$ cat src/rtl/uer_pkg.sv
// uer_pkg: shared types and constants for the ultrasonic echo ranger
// used by every module of the block but uer_range; depends on nothing

package uer_pkg;

   // configuration port
   localparam int CSR_ADDR_BITS = 3;
   localparam int CSR_DATA_BITS = 20;

   localparam logic [CSR_ADDR_BITS-1:0] CSR_HOLDOFF      = 3'd0;
   localparam logic [CSR_ADDR_BITS-1:0] CSR_TRIGGER      = 3'd1;
   localparam logic [CSR_ADDR_BITS-1:0] CSR_LISTEN_LIMIT = 3'd2;
   localparam logic [CSR_ADDR_BITS-1:0] CSR_SCALE        = 3'd3;
   localparam logic [CSR_ADDR_BITS-1:0] CSR_MAX_DIST     = 3'd4;

   // register reset values
   localparam logic [19:0] HOLDOFF_RESET      = 20'd80000;
   localparam logic [9:0]  TRIGGER_RESET      = 10'd10;
   localparam logic [15:0] LISTEN_LIMIT_RESET = 16'd38000;
   localparam logic [19:0] SCALE_RESET        = 20'd287981;
   localparam logic [15:0] MAX_DIST_RESET     = 16'd61440;

   // stream widths
   localparam int REQ_DATA_BITS = 8;
   localparam int RSP_DATA_BITS = 24;

   // phase tick counter width
   localparam int TICK_BITS = 20;

   typedef struct packed {
      logic [19:0] holdoff_ticks;
      logic [9:0]  trigger_ticks;
      logic [15:0] listen_limit_ticks;
      logic [19:0] scale_q16;
      logic [15:0] max_distance_q8;
   } uer_cfg_type;

   typedef struct packed {
      logic [15:0] distance_q8;
      logic        distance_valid;
      logic        busy_res;
      logic        trigger_level;
   } uer_result_type;

endpackage

$ cat src/rtl/ultrasonic_echo_ranger.sv
// ultrasonic_echo_ranger: top level of the ultrasonic echo ranger
// each req transfer yields one result on rsp, registered in uer_skid (output or skid register)
// throughput: one tick per cycle while req_tready is high; the sequencer state updates on each accepted tick
// a two-entry result buffer keeps req open while one result waits on rsp
// reset (synchronous, active high) returns to idle and reloads the registers
// depends on uer_pkg, uer_csr, uer_core, uer_range and uer_skid

module ultrasonic_echo_ranger #(
   parameter int READINGS        = 3,
   parameter int ECHO_COUNT_BITS = 16
) (
   input  logic                              clock,
   input  logic                              reset,
   // request stream
   input  logic                              req_tvalid,
   output logic                              req_tready,
   input  logic [uer_pkg::REQ_DATA_BITS-1:0] req_tdata,  // echo_level, start_req
   // response stream
   output logic                              rsp_tvalid,
   input  logic                              rsp_tready,
   // trigger_level, busy_res, distance_valid, distance_q8[15:0]
   output logic [uer_pkg::RSP_DATA_BITS-1:0] rsp_tdata,
   // configuration writes
   input  logic                              csr_wr_en,
   input  logic [uer_pkg::CSR_ADDR_BITS-1:0] csr_addr,
   input  logic [uer_pkg::CSR_DATA_BITS-1:0] csr_wdata
);
   import uer_pkg::*;

   uer_cfg_type    cfg;
   uer_result_type core_result;
   uer_result_type rsp_result;
   logic           tick_en;

   assign tick_en = req_tvalid && req_tready;

   uer_csr u_csr (
      .clock     (clock),
      .reset     (reset),
      .csr_wr_en (csr_wr_en),
      .csr_addr  (csr_addr),
      .csr_wdata (csr_wdata),
      .cfg       (cfg)
   );

   uer_core #(
      .READINGS        (READINGS),
      .ECHO_COUNT_BITS (ECHO_COUNT_BITS)
   ) u_core (
      .clock      (clock),
      .reset      (reset),
      .tick_en    (tick_en),
      .echo_level (req_tdata[0]),
      .start_req  (req_tdata[1]),
      .cfg        (cfg),
      .result     (core_result)
   );

   uer_skid u_skid (
      .clock     (clock),
      .reset     (reset),
      .in_valid  (req_tvalid),
      .in_ready  (req_tready),
      .in_data   (core_result),
      .out_valid (rsp_tvalid),
      .out_ready (rsp_tready),
      .out_data  (rsp_result)
   );

   // pack the result fields from the lowest bit up
   assign rsp_tdata = {5'b0, rsp_result.distance_q8, rsp_result.distance_valid,
                       rsp_result.busy_res, rsp_result.trigger_level};

endmodule

$ cat src/rtl/uer_csr.sv
// uer_csr: configuration register bank of the echo ranger
// depends on uer_pkg for the register indexes and reset values

module uer_csr (
   input  logic                               clock,
   input  logic                               reset,
   input  logic                               csr_wr_en,
   input  logic [uer_pkg::CSR_ADDR_BITS-1:0]  csr_addr,
   input  logic [uer_pkg::CSR_DATA_BITS-1:0]  csr_wdata,
   output uer_pkg::uer_cfg_type               cfg
);
   import uer_pkg::*;

   uer_cfg_type cfg_ff, cfg_in;

   // register write decode
   always_comb begin
      cfg_in = cfg_ff;
      if (csr_wr_en) begin
         unique case (csr_addr)
            CSR_HOLDOFF:      cfg_in.holdoff_ticks      = csr_wdata[19:0];
            CSR_TRIGGER:      cfg_in.trigger_ticks      = csr_wdata[9:0];
            CSR_LISTEN_LIMIT: cfg_in.listen_limit_ticks = csr_wdata[15:0];
            CSR_SCALE:        cfg_in.scale_q16          = csr_wdata[19:0];
            CSR_MAX_DIST:     cfg_in.max_distance_q8    = csr_wdata[15:0];
            default:          cfg_in = cfg_ff;
         endcase
      end
   end

   always_ff @(posedge clock) begin
      if (reset) begin
         cfg_ff.holdoff_ticks      <= HOLDOFF_RESET;
         cfg_ff.trigger_ticks      <= TRIGGER_RESET;
         cfg_ff.listen_limit_ticks <= LISTEN_LIMIT_RESET;
         cfg_ff.scale_q16          <= SCALE_RESET;
         cfg_ff.max_distance_q8    <= MAX_DIST_RESET;
      end else begin
         cfg_ff <= cfg_in;
      end
   end

   assign cfg = cfg_ff;

endmodule

$ cat src/rtl/uer_range.sv
// uer_range: scales an echo width to UQ8.8 centimetres and clamps it
// depends on nothing but its width parameter

module uer_range #(
   parameter int ECHO_COUNT_BITS = 16
) (
   input  logic [ECHO_COUNT_BITS-1:0] echo_width,
   input  logic [19:0]                scale_q16,
   input  logic [15:0]                max_distance_q8,
   output logic [15:0]                distance_q8
);
   localparam int PROD_BITS  = ECHO_COUNT_BITS + 20;
   localparam int SHIFT_BITS = PROD_BITS - 16;

   logic [PROD_BITS-1:0]  product;
   logic [SHIFT_BITS-1:0] scaled;

   // truncating multiply, drop the 16 fraction bits of the scale
   assign product = PROD_BITS'(echo_width) * PROD_BITS'(scale_q16);
   assign scaled  = product[PROD_BITS-1:16];

   // clamp to the ceiling
   assign distance_q8 = (scaled > SHIFT_BITS'(max_distance_q8)) ? max_distance_q8
                                                                : scaled[15:0];

endmodule

$ cat src/rtl/uer_core.sv
// uer_core: per-tick sequencer of the echo ranger (holdoff, trigger, listen)
// depends on uer_pkg and uer_range

module uer_core #(
   parameter int READINGS        = 3,
   parameter int ECHO_COUNT_BITS = 16
) (
   input  logic                   clock,
   input  logic                   reset,
   input  logic                   tick_en,
   input  logic                   echo_level,
   input  logic                   start_req,
   input  uer_pkg::uer_cfg_type   cfg,
   output uer_pkg::uer_result_type result
);
   import uer_pkg::*;

   localparam int RIDX_BITS = $clog2(READINGS + 1);

   typedef enum logic [1:0] {
      PH_IDLE,
      PH_HOLDOFF,
      PH_TRIGGER,
      PH_LISTEN
   } phase_type;

   phase_type                  phase_ff, phase_in;
   logic [TICK_BITS-1:0]       ticks_ff, ticks_in;
   logic [ECHO_COUNT_BITS-1:0] width_ff, width_in;
   logic                       seen_ff, seen_in;
   logic [RIDX_BITS-1:0]       round_ff, round_in, round_next;
   logic [15:0]                least_ff, least_in;
   logic [15:0]                last_ff, last_in;
   logic                       valid;
   logic                       close;
   logic [15:0]                close_dist;
   logic [15:0]                echo_dist;

   uer_range #(
      .ECHO_COUNT_BITS(ECHO_COUNT_BITS)
   ) u_range (
      .echo_width      (width_ff),
      .scale_q16       (cfg.scale_q16),
      .max_distance_q8 (cfg.max_distance_q8),
      .distance_q8     (echo_dist)
   );

   assign round_next = round_ff + 1'b1;

   // next state for one tick
   always_comb begin
      phase_in   = phase_ff;
      ticks_in   = ticks_ff;
      width_in   = width_ff;
      seen_in    = seen_ff;
      round_in   = round_ff;
      least_in   = least_ff;
      last_in    = last_ff;
      valid      = 1'b0;
      close      = 1'b0;
      close_dist = cfg.max_distance_q8;

      unique case (phase_ff)
         PH_IDLE: begin
            if (start_req) begin
               round_in = '0;
               least_in = '1;
               phase_in = PH_HOLDOFF;
               ticks_in = '0;
               width_in = '0;
               seen_in  = 1'b0;
            end
         end
         PH_HOLDOFF: begin
            if (ticks_ff >= cfg.holdoff_ticks) begin
               phase_in = PH_TRIGGER;
               ticks_in = '0;
            end else begin
               ticks_in = ticks_ff + 1'b1;
            end
         end
         PH_TRIGGER: begin
            ticks_in = ticks_ff + 1'b1;
            if (ticks_in >= TICK_BITS'(cfg.trigger_ticks)) begin
               phase_in = PH_LISTEN;
               ticks_in = '0;
            end
         end
         PH_LISTEN: begin
            if (ticks_ff != '1) begin
               ticks_in = ticks_ff + 1'b1;
            end
            if (echo_level) begin
               seen_in = 1'b1;
               if (width_ff != '1) begin
                  width_in = width_ff + 1'b1;
               end
               if (ticks_in >= TICK_BITS'(cfg.listen_limit_ticks)) begin
                  close = 1'b1;
               end
            end else if (seen_ff) begin
               // falling echo wins over the timeout
               close      = 1'b1;
               close_dist = echo_dist;
            end else if (ticks_in >= TICK_BITS'(cfg.listen_limit_ticks)) begin
               close = 1'b1;
            end
         end
         default: phase_in = PH_IDLE;
      endcase

      // end of a round: keep the minimum, then next round or finish
      if (close) begin
         least_in = (close_dist < least_ff) ? close_dist : least_ff;
         if (round_next >= RIDX_BITS'(READINGS)) begin
            last_in  = least_in;
            phase_in = PH_IDLE;
            ticks_in = '0;
            round_in = '0;
            valid    = 1'b1;
         end else begin
            round_in = round_next;
            phase_in = PH_HOLDOFF;
            ticks_in = '0;
            width_in = '0;
            seen_in  = 1'b0;
         end
      end
   end

   always_ff @(posedge clock) begin
      if (reset) begin
         phase_ff <= PH_IDLE;
         ticks_ff <= '0;
         width_ff <= '0;
         seen_ff  <= 1'b0;
         round_ff <= '0;
         least_ff <= '1;
         last_ff  <= '0;
      end else if (tick_en) begin
         phase_ff <= phase_in;
         ticks_ff <= ticks_in;
         width_ff <= width_in;
         seen_ff  <= seen_in;
         round_ff <= round_in;
         least_ff <= least_in;
         last_ff  <= last_in;
      end
   end

   // result reflects the state after this tick
   always_comb begin
      result.trigger_level  = (phase_in == PH_TRIGGER);
      result.busy_res       = (phase_in != PH_IDLE);
      result.distance_valid = valid;
      result.distance_q8    = last_in;
   end

endmodule

$ cat src/rtl/uer_skid.sv
// uer_skid: result register with a skid stage for the response stream
// depends on uer_pkg for the result type

module uer_skid (
   input  logic                    clock,
   input  logic                    reset,
   input  logic                    in_valid,
   output logic                    in_ready,
   input  uer_pkg::uer_result_type in_data,
   output logic                    out_valid,
   input  logic                    out_ready,
   output uer_pkg::uer_result_type out_data
);
   import uer_pkg::*;

   logic           main_valid_ff, main_valid_in;
   logic           skid_valid_ff, skid_valid_in;
   uer_result_type main_data_ff, main_data_in;
   uer_result_type skid_data_ff, skid_data_in;
   logic           transfer_in;
   logic           main_free;

   assign in_ready    = !skid_valid_ff;
   assign transfer_in = in_valid && in_ready;
   assign main_free   = !main_valid_ff || out_ready;

   // refill the output register from the skid stage first
   always_comb begin
      main_valid_in = main_valid_ff;
      main_data_in  = main_data_ff;
      skid_valid_in = skid_valid_ff;
      skid_data_in  = skid_data_ff;
      if (main_free) begin
         if (skid_valid_ff) begin
            main_valid_in = 1'b1;
            main_data_in  = skid_data_ff;
            skid_valid_in = 1'b0;
         end else begin
            main_valid_in = transfer_in;
            main_data_in  = in_data;
         end
      end else if (transfer_in) begin
         skid_valid_in = 1'b1;
         skid_data_in  = in_data;
      end
   end

   always_ff @(posedge clock) begin
      if (reset) begin
         main_valid_ff <= 1'b0;
         skid_valid_ff <= 1'b0;
      end else begin
         main_valid_ff <= main_valid_in;
         skid_valid_ff <= skid_valid_in;
      end
      main_data_ff <= main_data_in;
      skid_data_ff <= skid_data_in;
   end

   assign out_valid = main_valid_ff;
   assign out_data  = main_data_ff;

endmodule

$ cat config.mk
export PLATFORM = sky130hd
export DESIGN_NAME = ultrasonic_echo_ranger
export DESIGN_NICKNAME = d
export VERILOG_FILES = /design/src/rtl/uer_pkg.sv /design/src/rtl/ultrasonic_echo_ranger.sv /design/src/rtl/uer_csr.sv /design/src/rtl/uer_range.sv /design/src/rtl/uer_core.sv /design/src/rtl/uer_skid.sv
export SDC_FILE = /design/constraint.sdc
export NUM_CORES = 1
export LEC_CHECK = 0
export BUFFER_PORTS_ARGS = -buffer_cell sky130_fd_sc_hd__buf_2
export CAP_MARGIN = 40
export CORE_MARGIN = 3
export CORE_UTILIZATION = 59
export DETAILED_ROUTE_END_ITERATION = 10
export HOLD_SLACK_MARGIN = 0.15
export PLACE_DENSITY = 0.79
export RECOVER_POWER = 50
export SLEW_MARGIN = 20
export SYNTH_ARGS = -nofsm -noshare
export SYNTH_HDL_FRONTEND = slang
export SYNTH_SLANG_ARGS = --single-unit
$ cat constraint.sdc
create_clock -name clock -period 10.5 [get_ports clock]
set_input_delay 0.525 -clock clock [delete_from_list [all_inputs] [get_ports clock]]
set_output_delay 0.525 -clock clock [all_outputs]
set_load 0.01 [all_outputs]
==> results of run 1 <==
final cells by class:
type,count,share of cell area (%)
Multi-Input combinational cell,1757,64.6
Sequential cell,195,18.2
Inverter,398,6.23
Timing Repair Buffer,187,6.08
Tap cell,455,2.37
Clock buffer,18,1.79
Clock inverter,14,0.725
cells in the mapped netlist, types with 5 or more instances:
cell / instances / area (um^2)
nor3_1: 27 / 135
nand2b_1: 15 / 93.8
a211oi_1: 7 / 52.6
fa_1: 249 / 4980
buf_2: 9 / 45.0
a31oi_1: 9 / 56.3
xnor2_1: 27 / 236
nor2b_1: 14 / 87.6
o31ai_1: 5 / 37.5
or2_2: 9 / 56.3
ha_1: 190 / 2380
buf_4: 9 / 67.6
nand4_1: 27 / 169
and3_1: 18 / 113
dfxtp_1: 157 / 3140
nand2_1: 412 / 1550
o22a_1: 18 / 158
o21ai_1: 10 / 50.1
edfxtp_1: 38 / 1140
mux2_2: 39 / 439
nand3b_1: 20 / 150
a22o_1: 16 / 140
clkbuf_1: 110 / 413
nor4_1: 5 / 31.3
a21o_1: 32 / 240
a21oi_1: 144 / 721
and2_1: 148 / 926
o21ai_0: 50 / 250
xor2_1: 10 / 87.6
mux2_4: 11 / 165
o211ai_1: 9 / 67.6
nand3_1: 34 / 170
nor2_1: 62 / 233
a221o_1: 16 / 160
inv_1: 398 / 1490
a22oi_1: 15 / 113
and4_1: 11 / 96.3
a211o_1: 14 / 123
nor3b_1: 16 / 120
sequential cells by signal, indices dropped and copies added, names as in the netlist:
signal,cells
u_core.width_ff,16
u_skid.skid_data_ff,19
u_core.least_ff,16
u_core.last_ff,16
u_core.ticks_ff,20
u_skid.skid_valid_ff,1
u_skid.out_data,19
u_core.round_ff,2
u_core.seen_ff,1
u_skid.out_valid,1
u_core.phase_ff,2
u_csr.cfg,82
power groups by stage:
stage	Sequential, W	Combinational [W]	Clock (W)
floorplan	0.000804	0.0000647	0
global placement	0.000804	0.000115	0
detailed placement	0.000805	0.000118	0
CTS	0.000788	0.000119	0.000693
global route	0.000786	0.000132	0.000720
finish	0.000785	0.000122	0.000684
stage by stage:
step                hold WS (ns)  std cells
floorplan                  0.436       2484
global placement           0.443       2971
detailed placement         0.449       2974
CTS                        0.343       3006
global route               0.346       3024
finish                     0.356       3024
worst max-delay path, delay by kind of cell, from the launching register on:
kind	cells	cell delay, ns
adders and majority gates	9	3.85
muxes	2	0.62
DFF	1	0.40
xor gates and xnor gates	1	0.16
AOI/OAI and AO/OA	19	3.46
buffers and inverters	9	1.08
and+or+nand+nor	4	0.43
metal layers:
layer	vias up	wire length (um)	track usage (%)	part of all wire, %
li1	8190	-	-	-
met1	8936	23600	39.1	39
met2	709	29800	52.6	50
met3	157	4380	4.48	7.3
met4	2	2280	12.0	3.8
met5	-	13	0	0.022
what timing repair did:
item / CTS / global route
pin swaps: 0 / 54
gates resized for setup: 12 / 146
buffers inserted: 0 / 12
setup endpoints to repair: 48 / 64
cloned: 0 / 3
cell families after synthesis:
family | after synthesis
AOI/OAI and AO/OA | 390
muxes | 51
other | 1
adders and majority gates | 439
and+or+nand+nor | 835
buffers and inverters | 532
xor gates and xnor gates | 37
DFF | 195
worst min path at each step:
| stage | endpoint | slack (ns) | start | cells after the start |
|---|---|---|---|---|
| after floorplan | u_csr.cfg[37] | 0.44 | u_csr.cfg[37] | 2 |
| after detailed placement | u_csr.cfg[64] | 0.45 | u_csr.cfg[64] | 2 |
| after CTS | u_csr.cfg[81] | 0.34 | csr_wdata[19] | 3 |
| after global placement | u_csr.cfg[43] | 0.44 | u_csr.cfg[43] | 2 |
| final | u_csr.cfg[78] | 0.36 | csr_wdata[16] | 2 |
| after global routing | u_csr.cfg[81] | 0.35 | csr_wdata[19] | 3 |
==> impl_results.md, run 1 <==
- Outcome: completed
- Switching Share: between 20% and 30%
- Core ar.: roughly 35000 um^2
- CP required: 10.69 ns
- Pwr/cell area: 66.3 nW/um^2
- DR vias: between 15000 and 20000
- Internal Pwr Total: approximately 0.0012 W
- Final hold violation count: 0
- Fillers: 2739
- Skew-Pair Late Insertion Delay: 0.45 ns
- Number of global-route vias before repair: about 18000
- Initial Utilization: between 60% and 70%
- Final net count: 3031
- Critical path class: register to register
- Routed WL: ~60 mm
- Fraction of registers with async set/reset: 0%
- DP Worst Slack: -0.0820 ns
- Final Max Slew Viols: 0
- Net Sw Power: 0.000400 W
- 1st-pass router iterations: 6
- Core Rows: just under 70
- Die Y: slightly below 200 um
- Worst R2R Setup Slack: between 0.15 and 0.2 ns
- Synthesized cell area: 21300 um^2
- Worst Setup End Kind: register
- Critical Path End: u_skid.out_data[9]
- Final setup margin: ~0.19 ns
- Layout area overhead: 12.6%
- Drc violations: 0
- Number of max-cap violations: 0
- Largest stage delay on the critical path: about 0.54 ns
- WL per Instance: about 20 um
- DP Wirelength: ~46 mm
- Final ANT Viol Nets: 0
- CP max stage cell: fa_1
- Sequential power share: between 40% and 50%
- Boundary pin count: 62
- Via density: between 5 and 6
- Post-synthesis area per instance: about 8.6 um^2
- Fmax achieved: slightly below 100 MHz
- Leak Pwr: between 10 and 15 nW
- Register-to-Register Path Depth: 44
- Cell variety after synth: 78
- DRT iter0 DRCs: around 1400
- Setup TNS: 0 ns
- Final Core Density: 68.5%
- Dpl cell area: between 20000 and 25000 um^2
- Final min period: 10.31 ns
- Worst Hold Class: input pin to register
- Crit path launch type: register
- H-Tree Depth: 4
- Slew @ Worst Pin: between 1 and 1.5 ns
- Die area: approximately 38000 um^2
- Sequential share of the synthesized area: roughly 20%
- CTS Sinks: between 150 and 200
- Total grt overflow: 0
- CTS Buffer Depth: 2
- CP startpoint: u_core.width_ff[4]
- Synthesis warning total: 0
- Post-synthesis cell count: ~2500
- Clock skew: ~0.012 ns
- Total power: between 0.0015 and 0.002 W
- Number of CTS-inserted buffers: 17
- Clock transition at path regs: ~0.080 ns
- Final Wtd Congestion: between 0.9 and 1
- Main flop type after synthesis: dfxtp_1
- Most common library cell in the layout ignoring fill and taps: nand2_1
- Comb pwr share: roughly 7.7%
- RR Startpoint: u_core.width_ff[4]
- Largest family of logic cells by synthesized area: adder cells
- Footprint of the multi-input gates: about 16000 um^2
- Initial antenna violation count: 2
- CTS tree: yes
- Max FO, Critical Path: 8
- Commonest cells after routing, fill and taps aside: nand2_1, inv_1, fa_1
- Layout cells sized above 1: between 10% and 20%
- Post-synthesis adder-cell area fraction: 34.6%
- Clock root buffer: clkbuf_16
- Synth Area in Compound Gates: between 10% and 20%
- Register cell area after layout: around 4400 um^2
- GRT Util Overall: 30.6%
- Clock network power share: 43.0%
- Design area: about 24000 um^2
- Die width: around 200 um
- Largest net degree at the start of global routing: 85
- Critical R2R Capture: u_skid.out_data[9]
- Max transition margin: 31.7%
- First-pass GRT wire length: 93.9 mm
- Final setup vio count: 0
- Final Cycle Share: between 90% and 100%
- XOR/XNOR Fraction of Synth Area: under 10%
- Cts hold-fix bufs: 0
- Synth Area in Simple Gates: about a fifth
- Multiplexer share of the synthesized area: under 10%
- Number of diodes: 0
- Synth Register Bits: between 150 and 200
- IO Port Bufs: 50
- Peak VDD IR: between 100 and 150 uV
- EDFF count, synth: 38
- Critical Path AT: 10.51 ns
Power figures use the tool's default switching activity.
==> run 2, diff against run 1 <==
--- a/config.mk
+++ b/config.mk
@@ -11,7 +11,7 @@
 export CORE_UTILIZATION = 59
 export DETAILED_ROUTE_END_ITERATION = 10
 export HOLD_SLACK_MARGIN = 0.15
-export PLACE_DENSITY = 0.79
+export PLACE_DENSITY = 0.9
 export RECOVER_POWER = 50
 export SLEW_MARGIN = 20
 export SYNTH_ARGS = -nofsm -noshare
==> impl_results.md, run 2 (synthesized netlist as in run 1, its figures left out) <==
- Design area: roughly 24000 um^2
- Pwr/cell area: slightly below 70 nW/um^2
- Fmax achieved: 93.5 MHz
- Core Rows: roughly 70
- Critical path class: register to register
- Dpl cell area: around 22000 um^2
- Number of flip-flops in the largest register: 82
- Final min period: roughly 11 ns
- Initial antenna violation count: 0
- Fillers: roughly 2400
- Drc violations: 0
- Initial Utilization: about 61%
- IO Port Bufs: 50
- Worst hold slack: between 0.3 and 0.4 ns
- DR vias: approximately 19000
- Final Max Slew Viols: 120
- Final net count: just over 3000
- Worst Hold Class: input pin to register
- Die area: 38400 um^2
- CTS Sinks: approximately 200
- Crit path launch type: register
- Leak Pwr: about 11 nW
- Net Sw Power: ~0.00048 W
- Outcome: complete, but fails checks
- Layout cells sized above 1: around 16%
- Slew @ Worst Pin: ~3.7 ns
- CP required: around 11 ns
- Peak VDD IR: around 110 uV
- Hold Path Depth: 3
- Hold path start: csr_wdata[19]
- Number of diodes: 0
- Die Y: around 200 um
- H-Tree Depth: 4
- DP Wirelength: 44.0 mm
- Final Cycle Share: 102%
- Via density: about 6.2
- WL per Instance: between 20 and 25 um
- Clock root buffer: clkbuf_16
- Total grt overflow: 0
- Clock skew: 0.0178 ns
- CTS Buffer Depth: 2
- Routed WL: 61.9 mm
- GRT Util Overall: a little under a third
- Critical Path AT: around 11 ns
- Final setup margin: -0.195 ns
- Number of global-route vias before repair: 18994
- Clock transition at path regs: roughly 0.090 ns
- Critical R2R Capture: u_skid.out_data[7]
- Final hold violation count: 0
- CTS tree: yes
- Largest stage delay on the critical path: roughly 0.59 ns
- Internal Pwr Total: ~0.0012 W
- DRT iter0 DRCs: 2229
- Clock network power share: between 40 and 50%
- Hold worst-path end: u_csr.cfg[81]
- Final setup vio count: 48
- Boundary pin count: a little over 60
- Worst R2R Setup Slack: -0.20 ns
- First-pass GRT wire length: ~95 mm
- Register-to-Register Path Depth: 39
- Switching Share: between 20% and 30%
- Largest net degree at the start of global routing: 79
- Comb pwr share: 7.6%
- Core ar.: ~35000 um^2
- Max FO, Critical Path: 8
- 1st-pass router iterations: 8
- CP max stage cell: fa_1
- Number of CTS-inserted buffers: 17
- Sequential power share: between 40 and 50%
- Cts hold-fix bufs: 0
- Skew-Pair Late Insertion Delay: about 0.46 ns
- Die width: ~200 um
- Failing checks: capacitance limit, slew limit, setup timing
- Most common library cell in the layout ignoring fill and taps: nand2_1
- Commonest cells after routing, fill and taps aside: nand2_1, inv_1, fa_1
- Most common cell on crit path: fa_1
- Final Wtd Congestion: roughly 0.95
- Max transition margin: -145%
- Layout area overhead: 13.6%
- Final ANT Viol Nets: 0
- Number of max-cap violations: 2
- Worst Setup End Kind: register
- RR Startpoint: u_core.width_ff[1]
==> run 2: changes by cell type in the layout (fill, tap and decap cells not counted), sizes merged <==
cell	before	now
inv	403	409
clkinvlp	3	0
clkinv	3	4
buf	159	178
clkbuf	46	47
bufinv	3	0
==> run 2: critical path: cells and delay by family (launching register included) <==
| family | cells | cell delay (ns) |
|---|---|---|
| adders and majority gates | 9 | 4.13 |
| buffers and inverters | 7 | 0.92 |
| and+or+nand+nor | 10 | 1.69 |
| DFF | 1 | 0.44 |
| xor gates and xnor gates | 1 | 0.30 |
| muxes | 2 | 0.64 |
| AOI/OAI and AO/OA | 10 | 2.33 |
==> run 2: worst max path at each step <==
stage	startpoint	end	slack, ns
finish	u_core.width_ff[1]	u_skid.out_data[7]	-0.20
global route	u_core.width_ff[1]	u_skid.out_data[7]	-0.39
CTS	u_csr.cfg[23]	u_skid.out_data[10]	0.03
detailed placement	u_csr.cfg[22]	u_skid.out_data[10]	-0.28
global placement	u_core.width_ff[1]	u_skid.out_data[12]	0.15
floorplan	u_core.width_ff[7]	u_skid.out_data[10]	0.39
==> run 2: cell type report <==
cell class / count / area [um^2] / share of cell area (%)
Clock inverter: 15 / 233 / 0.962
Tap cell: 455 / 569 / 2.35
Timing Repair Buffer: 208 / 1600 / 6.62
Sequential cell: 195 / 4370 / 18.1
Clock buffer: 17 / 425 / 1.76
Inverter: 398 / 1490 / 6.17
Multi-Input combinational cell: 1757 / 15500 / 64.1
==> run 2: timing repair <==
item / 4_1_cts / 5_1_grt
setup endpoints to repair: 64 / 64
buffers inserted: 1 / 40
resized for setup: 33 / 150
pin swaps: 3 / 72
cloned: 0 / 4
==> run 2: metal layers <==
metal | vias up | GRT usage [%] | wire, um
met2 | 1161 | 52.1 | 30200
met5 | - | 0 | 0
met4 | 0 | 13.9 | 3710
met1 | 9175 | 38.4 | 22400
li1 | 8241 | - | -
met3 | 319 | 3.47 | 5620
==> run 2: metrics by stage <==
| step | setup WS (ns) | util [%] | setup TNS [ns] | instances | total power [W] |
|---|---|---|---|---|---|
| finish | -0.195 | 69.0 | -6.11 | 3045 | 0.00164 |
| CTS | 0.0254 | 66.3 | 0 | 3000 | 0.00163 |
| global placement | 0.149 | 63.9 | 0 | 2960 | 0.000915 |
| floorplan | 0.390 | - | 0 | 2484 | 0.000868 |
| detailed placement | -0.278 | 64.1 | -11.60 | 2967 | 0.000923 |
| global route | -0.390 | 69.0 | -17.68 | 3045 | 0.00167 |
==> run 2: power by group through the flow <==
stage               sequential [W]  clock [W]  combinational, W
finish                    0.000785   0.000726          0.000125
global route              0.000787   0.000752          0.000133
CTS                       0.000789   0.000726          0.000118
detailed placement        0.000806          0          0.000116
global placement          0.000806          0          0.000110
floorplan                 0.000804          0         0.0000647
